File: src/rtl/core/rc4kx_pkg.sv
package rc4kx_pkg;

  localparam int unsigned KEY_W  = 64;
  localparam int unsigned EKEY_W = 160;

  // key expansion constants, subtracted ones stored negated
  localparam logic [31:0] K_T_NEG = ~32'd1615554381 + 32'd1;
  localparam logic [31:0] K_P     = 32'd1722862861;
  localparam logic [31:0] K_MASKA = 32'h22222222;
  localparam logic [31:0] K_MASKB = 32'h7BF36AE2;
  localparam logic [31:0] K_R_NEG = ~32'd214083945 + 32'd1;
  localparam logic [31:0] K_S     = 32'h59D148C0;
  localparam logic [31:0] K_V_NEG = ~32'd696916869 + 32'd1;
  localparam logic [31:0] K_W_NEG = ~32'd1269579175 + 32'd1;

  typedef enum logic [3:0] {
    ST_IDLE,
    ST_EXP,
    ST_INIT,
    ST_KS_RI,
    ST_KS_RJ,
    ST_KS_WI,
    ST_KS_WJ,
    ST_GEN_RI,
    ST_GEN_RJ,
    ST_GEN_WI,
    ST_GEN_WJ,
    ST_GEN_RK,
    ST_GEN_OUT
  } rc4kx_state_t;

  // one adder operation per step of the key expansion
  typedef enum logic [4:0] {
    EX_T   = 5'd0,
    EX_P0  = 5'd1,
    EX_P   = 5'd2,
    EX_R0  = 5'd3,
    EX_R1  = 5'd4,
    EX_R   = 5'd5,
    EX_V0  = 5'd6,
    EX_V1  = 5'd7,
    EX_V   = 5'd8,
    EX_W0A = 5'd9,
    EX_W0B = 5'd10,
    EX_W0C = 5'd11,
    EX_W0  = 5'd12,
    EX_W1  = 5'd13,
    EX_W2  = 5'd14,
    EX_W3  = 5'd15,
    EX_W4  = 5'd16
  } exp_step_t;

  function automatic logic [31:0] rotl32(input logic [31:0] x, input int unsigned n);
    return (x << n) | (x >> (32 - n));
  endfunction

endpackage

File: src/rtl/core/rc4kx_in_if.sv
interface rc4kx_in_if;
  logic       valid;
  logic       ready;
  logic [7:0] data_byte;
  logic       new_message;

  modport source (output valid, output data_byte, output new_message, input ready);
  modport sink (input valid, input data_byte, input new_message, output ready);
endinterface

File: src/rtl/core/rc4kx_out_if.sv
interface rc4kx_out_if;
  logic       valid;
  logic       ready;
  logic [7:0] out_byte;

  modport source (output valid, output out_byte, input ready);
  modport sink (input valid, input out_byte, output ready);
endinterface

File: src/rtl/core/rc4_with_key_expansion_core.sv
// RC4 stream cipher with a fixed 64-bit to 160-bit key expansion.
// in_ch carries one payload byte per transfer plus a new_message flag; out_ch
// returns that byte XORed with the next keystream byte, one result per input.
// cfg_we/cfg_wdata load the 64-bit key; a new key is used from the next input
// that has new_message set.
// The block takes one input at a time and is not ready while it works: a
// plain byte takes five accesses of the single-port 256x8 permutation RAM,
// then waits for the output register to be free before ready rises again.
// A byte with new_message first goes through key expansion (one shared
// 32-bit adder, one add per cycle), the fill of all 256 permutation entries
// and the key schedule (four RAM accesses per entry) before the plain-byte steps.
// Reset (rst_n low, synchronous) clears the key to zero, both indices and
// the handshake state; the permutation is undefined until the first
// new_message input. The result sits in an output register; if the receiver
// stalls, the next byte is taken but held at its last step until the
// register frees up.
module rc4_with_key_expansion_core
  import rc4kx_pkg::*;
(
  input  logic               clk,
  input  logic               rst_n,
  rc4kx_in_if.sink           in_ch,
  rc4kx_out_if.source        out_ch,
  input  logic               cfg_we,
  input  logic [KEY_W-1:0]   cfg_wdata
);

  rc4kx_state_t state_r, state_nxt;
  exp_step_t    step_r;

  logic [KEY_W-1:0]  key_word_r;
  logic [EKEY_W-1:0] ekey_r;
  logic [31:0]       t_r, p_r, r_r, v_r, x_r;
  logic [7:0]        cnt_r, j_r, a_r, b_r, si_r, sj_r, data_r;
  logic [7:0]        out_byte_r;
  logic              out_valid_r;

  logic [7:0] perm_mem [256];
  logic [7:0] rd_r;
  logic       mem_we, mem_re;
  logic [7:0] mem_addr, mem_wdata;

  logic [31:0] lo, hi, q, u, s, f, g, opa, opb, sum;
  logic        out_free, in_xfer;

  assign lo       = key_word_r[31:0];
  assign hi       = key_word_r[63:32];
  assign q        = rotl32(t_r, 30);
  assign u        = rotl32(p_r, 30);
  assign s        = (p_r & (q ^ K_S)) ^ K_S;
  assign f        = (~(t_r & K_MASKA)) & K_MASKB;
  assign g        = q ^ (r_r & (u ^ q));
  assign sum      = opa + opb;
  assign out_free = !out_valid_r || out_ch.ready;
  assign in_xfer  = in_ch.valid && in_ch.ready;

  // shared adder operand select
  always_comb begin
    opa = x_r;
    opb = '0;
    unique case (step_r)
      EX_T:    begin opa = lo;                opb = K_T_NEG;            end
      EX_P0:   begin opa = rotl32(t_r, 5);    opb = hi;                 end
      EX_P:    begin opa = x_r;               opb = K_P;                end
      EX_R0:   begin opa = f;                 opb = K_R_NEG;            end
      EX_R1:   begin opa = x_r;               opb = lo;                 end
      EX_R:    begin opa = x_r;               opb = rotl32(p_r, 5);     end
      EX_V0:   begin opa = s;                 opb = K_V_NEG;            end
      EX_V1:   begin opa = x_r;               opb = hi;                 end
      EX_V:    begin opa = x_r;               opb = rotl32(r_r, 5);     end
      EX_W0A:  begin opa = lo;                opb = rotl32(v_r, 5);     end
      EX_W0B:  begin opa = x_r;               opb = lo;                 end
      EX_W0C:  begin opa = x_r;               opb = g;                  end
      EX_W0:   begin opa = x_r;               opb = K_W_NEG;            end
      EX_W1:   begin opa = hi;                opb = v_r;                end
      EX_W2:   begin opa = lo;                opb = rotl32(r_r, 30);    end
      EX_W3:   begin opa = hi;                opb = u;                  end
      EX_W4:   begin opa = lo;                opb = q;                  end
      default: begin opa = x_r;               opb = '0;                 end
    endcase
  end

  // next state
  always_comb begin
    state_nxt = state_r;
    unique case (state_r)
      ST_IDLE: begin
        if (in_ch.valid) begin
          state_nxt = in_ch.new_message ? ST_EXP : ST_GEN_RI;
        end
      end
      ST_EXP:     if (step_r == EX_W4) state_nxt = ST_INIT;
      ST_INIT:    if (cnt_r == 8'hFF) state_nxt = ST_KS_RI;
      ST_KS_RI:   state_nxt = ST_KS_RJ;
      ST_KS_RJ:   state_nxt = ST_KS_WI;
      ST_KS_WI:   state_nxt = ST_KS_WJ;
      ST_KS_WJ:   state_nxt = (cnt_r == 8'hFF) ? ST_GEN_RI : ST_KS_RI;
      ST_GEN_RI:  state_nxt = ST_GEN_RJ;
      ST_GEN_RJ:  state_nxt = ST_GEN_WI;
      ST_GEN_WI:  state_nxt = ST_GEN_WJ;
      ST_GEN_WJ:  state_nxt = ST_GEN_RK;
      ST_GEN_RK:  state_nxt = ST_GEN_OUT;
      ST_GEN_OUT: if (out_free) state_nxt = ST_IDLE;
      default:    state_nxt = ST_IDLE;
    endcase
  end

  // memory control and handshake outputs
  always_comb begin
    mem_we    = 1'b0;
    mem_re    = 1'b0;
    mem_addr  = cnt_r;
    mem_wdata = rd_r;
    unique case (state_r)
      ST_INIT:    begin mem_we = 1'b1; mem_addr = cnt_r; mem_wdata = cnt_r; end
      ST_KS_RI:   begin mem_re = 1'b1; mem_addr = cnt_r; end
      ST_KS_RJ:   begin mem_re = 1'b1; mem_addr = j_r + rd_r + ekey_r[7:0]; end
      ST_KS_WI:   begin mem_we = 1'b1; mem_addr = cnt_r; mem_wdata = rd_r; end
      ST_KS_WJ:   begin mem_we = 1'b1; mem_addr = j_r; mem_wdata = si_r; end
      ST_GEN_RI:  begin mem_re = 1'b1; mem_addr = a_r + 8'd1; end
      ST_GEN_RJ:  begin mem_re = 1'b1; mem_addr = b_r + rd_r; end
      ST_GEN_WI:  begin mem_we = 1'b1; mem_addr = a_r; mem_wdata = rd_r; end
      ST_GEN_WJ:  begin mem_we = 1'b1; mem_addr = b_r; mem_wdata = si_r; end
      ST_GEN_RK:  begin mem_re = 1'b1; mem_addr = si_r + sj_r; end
      default:    begin mem_we = 1'b0; mem_re = 1'b0; end
    endcase
  end

  assign in_ch.ready     = (state_r == ST_IDLE);
  assign out_ch.valid    = out_valid_r;
  assign out_ch.out_byte = out_byte_r;

  // permutation ram
  always_ff @(posedge clk) begin
    if (mem_we) begin
      perm_mem[mem_addr] <= mem_wdata;
    end else if (mem_re) begin
      rd_r <= perm_mem[mem_addr];
    end
  end

  // control
  always_ff @(posedge clk) begin
    if (!rst_n) begin
      state_r     <= ST_IDLE;
      step_r      <= EX_T;
      key_word_r  <= '0;
      cnt_r       <= '0;
      a_r         <= '0;
      b_r         <= '0;
      out_valid_r <= 1'b0;
    end else begin
      state_r <= state_nxt;
      if (cfg_we) begin
        key_word_r <= cfg_wdata;
      end
      if (in_xfer && in_ch.new_message) begin
        step_r <= EX_T;
        cnt_r  <= '0;
        a_r    <= '0;
        b_r    <= '0;
      end
      if (state_r == ST_EXP) begin
        step_r <= exp_step_t'(step_r + 5'd1);
      end
      if (state_r == ST_INIT || state_r == ST_KS_WJ) begin
        cnt_r <= cnt_r + 8'd1;
      end
      if (state_r == ST_GEN_RI) begin
        a_r <= a_r + 8'd1;
      end
      if (state_r == ST_GEN_RJ) begin
        b_r <= b_r + rd_r;
      end
      if (state_r == ST_GEN_OUT && out_free) begin
        out_valid_r <= 1'b1;
      end else if (out_ch.ready) begin
        out_valid_r <= 1'b0;
      end
    end
  end

  // datapath
  always_ff @(posedge clk) begin
    if (in_xfer) begin
      data_r <= in_ch.data_byte;
      j_r    <= '0;
    end
    if (state_r == ST_EXP) begin
      x_r <= sum;
      unique case (step_r)
        EX_T:    t_r <= sum;
        EX_P:    p_r <= sum;
        EX_R:    r_r <= sum;
        EX_V:    v_r <= sum;
        EX_W0:   ekey_r[31:0]    <= sum;
        EX_W1:   ekey_r[63:32]   <= sum;
        EX_W2:   ekey_r[95:64]   <= sum;
        EX_W3:   ekey_r[127:96]  <= sum;
        EX_W4:   ekey_r[159:128] <= sum;
        default: ;
      endcase
    end
    if (state_r == ST_KS_RJ) begin
      si_r   <= rd_r;
      j_r    <= j_r + rd_r + ekey_r[7:0];
      ekey_r <= {ekey_r[7:0], ekey_r[EKEY_W-1:8]};
    end
    if (state_r == ST_GEN_RJ) begin
      si_r <= rd_r;
    end
    if (state_r == ST_GEN_WI) begin
      sj_r <= rd_r;
    end
    if (state_r == ST_GEN_OUT && out_free) begin
      out_byte_r <= data_r ^ rd_r;
    end
  end

endmodule

File: src/flat_wrapper.sv
// flat-port wrapper written by rule: the top's interface ports become plain ports
module rc4_with_key_expansion_core_flat import rc4kx_pkg::*;
  (clk, rst_n, cfg_we, cfg_wdata, in_ch_valid, in_ch_data_byte, in_ch_new_message, in_ch_ready, out_ch_valid, out_ch_out_byte, out_ch_ready);
  rc4kx_in_if in_ch_i ();
  rc4kx_out_if out_ch_i ();
  input  logic clk;
  input  logic rst_n;
  input  logic cfg_we;
  input  logic [KEY_W-1:0] cfg_wdata;
  input wire logic [$bits(in_ch_i.valid)-1:0] in_ch_valid;
  input wire logic [$bits(in_ch_i.data_byte)-1:0] in_ch_data_byte;
  input wire logic [$bits(in_ch_i.new_message)-1:0] in_ch_new_message;
  output wire logic [$bits(in_ch_i.ready)-1:0] in_ch_ready;
  output wire logic [$bits(out_ch_i.valid)-1:0] out_ch_valid;
  output wire logic [$bits(out_ch_i.out_byte)-1:0] out_ch_out_byte;
  input wire logic [$bits(out_ch_i.ready)-1:0] out_ch_ready;
  assign in_ch_i.valid = in_ch_valid;
  assign in_ch_i.data_byte = in_ch_data_byte;
  assign in_ch_i.new_message = in_ch_new_message;
  assign in_ch_ready = in_ch_i.ready;
  assign out_ch_valid = out_ch_i.valid;
  assign out_ch_out_byte = out_ch_i.out_byte;
  assign out_ch_i.ready = out_ch_ready;
  rc4_with_key_expansion_core u_core (.clk(clk), .rst_n(rst_n), .in_ch(in_ch_i), .out_ch(out_ch_i), .cfg_we(cfg_we), .cfg_wdata(cfg_wdata));
endmodule
File: config.mk
export PLATFORM = sky130hd
export DESIGN_NAME = rc4_with_key_expansion_core_flat
export DESIGN_NICKNAME = d
export VERILOG_FILES = /design/src/rtl/core/rc4kx_pkg.sv /design/src/rtl/core/rc4kx_in_if.sv /design/src/rtl/core/rc4kx_out_if.sv /design/src/rtl/core/rc4_with_key_expansion_core.sv /design/src/flat_wrapper.sv
export SDC_FILE = /design/constraint.sdc
export NUM_CORES = 2
export LEC_CHECK = 0
export ABC_CLOCK_PERIOD_IN_PS = 12890
export BUFFER_PORTS_ARGS = -buffer_cell sky130_fd_sc_hd__buf_2
export CAP_MARGIN = 20
export CORE_ASPECT_RATIO = 1.25
export CORE_MARGIN = 3
export CORE_UTILIZATION = 58
export CTS_CLUSTER_SIZE = 10
export DETAILED_ROUTE_END_ITERATION = 8
export PLACE_DENSITY_LB_ADDON = 0.15
export SLEW_MARGIN = 20
export SYNTH_ARGS = -nofsm -noshare
export SYNTH_HDL_FRONTEND = slang
export SYNTH_SLANG_ARGS = --single-unit
export TNS_END_PERCENT = 10
File: constraint.sdc
create_clock -name clk -period 12.89 [get_ports clk]
set_input_delay 0.6445 -clock clk [delete_from_list [all_inputs] [get_ports clk]]
set_output_delay 0.6445 -clock clk [all_outputs]
set_load 0.01 [all_outputs]
==> results.sh <==
export IMPL_hp_start="cfg_wdata[35]"
export IMPL_layout_setup_ws_ps=5310
export IMPL_grt_ovfl_total=0
export IMPL_power_leakage_nw=38.5
export IMPL_synth_top_area_share_pct=68.5
export IMPL_antenna_found_initial=9
export IMPL_worst_ep_arrival_time_ps=8120
export IMPL_die_area_um2=188000
export IMPL_yosysTopAreaCell="edfxtp_1"
export IMPL_synth_ff_type="edfxtp_1"
export IMPL_seq_area_frac_synth_pct=70.3
export IMPL_dpl_instance_area_um2=109000
export IMPL_rsz0062_at_grt="false"
export IMPL_cp_end_kind="register"
export IMPL_worst_path_largest_cell_delay_ps=1070
export IMPL_p_int_mw=19.2
export IMPL_ys_ff_latch=2514
export IMPL_violations="DRC"
export IMPL_crit_start="u_core.state_r[2]$_SDFFE_PN0P_"
export IMPL_skew_ps=74.2
export IMPL_first_pass_iters=9
export IMPL_fin_nets=7938
export IMPL_htree_levels=5
export IMPL_power_frac_seq_pct=38.8
export IMPL_ant_nets=0
export IMPL_grt_max_degree=191
export IMPL_row_count=174
export IMPL_drive_above_1_share_pct=9.35
export IMPL_final_util_pct=65.0
export IMPL_core_um2=181000
export IMPL_hpwl_um=178000
export IMPL_place_port_buffers=87
export IMPL_async_flop_share_pct=0
export IMPL_power_switching_mw=12.1
export IMPL_netlist_cell_type_count=88
export IMPL_clk_path_buf_depth=4
export IMPL_pwr_share_clk_pct=23.5
export IMPL_grt_usage_pct=31.7
export IMPL_syn_area_per_cell_um2=13.7
export IMPL_root_buffer="clkbuf_16"
export IMPL_synth_cell_area_um2=106000
export IMPL_place_inst=9794
export IMPL_die_h_um=484
export IMPL_yosys_warnings=0
export IMPL_finalCritPeriodShare_pct=58.8
export IMPL_final_min_clock_period_ps=7580
export IMPL_cp_slowest_cell="nor4_1"
export IMPL_yosysMostFrequentCell="edfxtp_1"
export IMPL_whs_ps=45.0
export IMPL_final_cells=10200
export IMPL_tightest_slew_ps=1290
export IMPL_clkSinkCount=2514
export IMPL_vias=69200
export IMPL_power_per_cell_area_nw_per_um2=266
export IMPL_io_pins=88
export IMPL_clk_latency_ps=940
export IMPL_cts_buffers=304
export IMPL_num_fill_cells=12900
export IMPL_combPwrFrac_pct=37.8
export IMPL_final_hold_viol_count=0
export IMPL_status="complete, but fails checks"
export IMPL_dp_slack_ps=5510
export IMPL_finalPower_mw=31.3
export IMPL_initial_core_util_pct=58.6
export IMPL_fin_tns_setup_ps=0
export IMPL_synth_area_top_cells="edfxtp_1 (68%), nand2_1 (4.3%), mux2i_1 (3.8%)"
export IMPL_criticalPathCategory="register to register"
export IMPL_cp_required_ps=13430
export IMPL_maxSlewHeadroom_pct=13.9
export IMPL_crit_fanout=115
export IMPL_path_clk_slew_ps=50
export IMPL_setup_viol=0
export IMPL_postCtsSetupBuffers=0
export IMPL_syn_inst=7737
export IMPL_cts_tree="done"
export IMPL_max_clock_freq_ghz=0.132
export IMPL_drcViolationCount=10
export IMPL_rr_startpoint="u_core.state_r[2]$_SDFFE_PN0P_"
export IMPL_grt_pass1_wl_um=445000
export IMPL_gp_congestion=1.01
export IMPL_synth_common_cells="edfxtp_1 (2416), nand2_1 (1210), mux2i_1 (407)"
export IMPL_report_final_slew_viol_count=0
export IMPL_totalWireLength_um=302000
export IMPL_start_kind="register"
export IMPL_multiInputGateArea_um2=29100
export IMPL_crit_chain="nor2b_1, a21oi_1, nand2_4, nand2_8, buf_4, nor2_2, buf_4, a32oi_1, nand4_1, a41oi_1, nor4_1, nand4_1"
export IMPL_ir_worst_vdd_mv=0.299
export IMPL_grt_pass1_vias=67400
export IMPL_synth_edf_count=2416
export IMPL_maxCapViolations=0
export IMPL_die_w_um=388
export IMPL_area_growth_pct=10.9
export IMPL_switching_share_pct=38.6
export IMPL_seq_area_um2=74500
export IMPL_synth_fp_nets=7884
export IMPL_postLayoutCellArea_um2=117000
export IMPL_drtIter0Drc=9247
export IMPL_vias_per_cell=6.76
export IMPL_holdCritPathClass="input port to register"
export IMPL_routedWlPerCell_um=29.5
==> worst paths after layout <==
kind / endpoint / slack, ps / depth (start not counted)
worst max-delay path: u_core.rd_r[1]$_DFFE_PP_ / 5310 / 12
worst min-delay path: u_core.key_word_r[35]$_SDFFE_PN0P_ / 50 / 3
worst max register to register: u_core.rd_r[1]$_DFFE_PP_ / 5310 / 12
worst min register to register: u_core.ekey_r[42]$_DFFE_PP_ / 500 / 1
==> worst max-delay path, delay by kind of cell, from the launching register on <==
kind / cells / cell delay [ps]
AOI/OAI and AO/OA: 3 / 820
and+or+nand+nor: 7 / 4210
buffers and inverters: 2 / 1040
DFF: 1 / 940
==> kinds of logic after synthesis <==
group / after synthesis / share of synthesized area [%]
XOR/XNOR: 49 / 0.405
AO/OA/AOI/OAI: 1479 / 9.80
AND/OR/NAND/NOR: 2506 / 10.6
flip-flops: 2514 / 70.3
adder cells (fa/ha/maj): 69 / 0.893
buffers and inverters: 625 / 2.57
multiplexers: 495 / 5.46
==> per-layer routing <==
metal,track usage [%],up-vias,part of all wire [%]
met1,40.9,34400,36
met4,17.9,8,6.7
met3,6.52,954,9.6
met5,0,-,0.018
li1,-,29700,-
met2,50.3,4160,47
==> sequential cells by signal (all words and copies together), names as in the netlist, 32 cells and up <==
name	count
u_core.ekey_r	160
u_core.perm_mem	2048
u_core.key_word_r	64
u_core.v_r	32
u_core.x_r	32
u_core.r_r	32
u_core.t_r	32
u_core.p_r	32
==> layout by cell type, fill, tap and decap left out, types with 58 or more instances in the layout <==
cell	count
dfxtp_1	96
nand2_1	1193
mux2i_1	407
a311oi_1	129
a221oi_1	63
a31oi_1	77
inv_1	75
o21ai_0	201
a211oi_1	187
a21oi_1	203
nor2b_1	119
and3_1	129
mux4_2	64
a32oi_1	88
o22ai_1	146
ha_1	58
edfxtp_1	2416
nor2_1	395
nand3_1	383
buf_2	86
buf_4	127
dlygate4sd3_1	66
a21o_1	72
clkbuf_16	310
nor3_1	67
==> repair_timing <==
action / 4_1_cts / 5_1_grt
endpoints found under the hold margin: 66 / 0
hold buffers: 66 / 0
setup endpoints to repair: 0 / 0
resized for setup: 0 / 0
==> cell type report <==
class	instances	area share (%)
antenna	4	0.00852
multi-input combinational	4598	24.8
sequential	2514	63.4
clock buffer	361	6.80
clock inverter	14	0.116
timing repair buffer	297	2.07
inverter	76	0.243
tap	2376	2.53
==> power groups by stage <==
stage               clock network (mW)  logic, mW  registers [mW]
global placement                     0       11.3            12.3
global route                      7.74       12.5            12.1
CTS                               7.42       11.6            12.1
floorplan                            0       6.98            12.8
finish                            7.35       11.8            12.1
detailed placement                   0       11.6            12.3
Power figures use the tool's default switching activity.
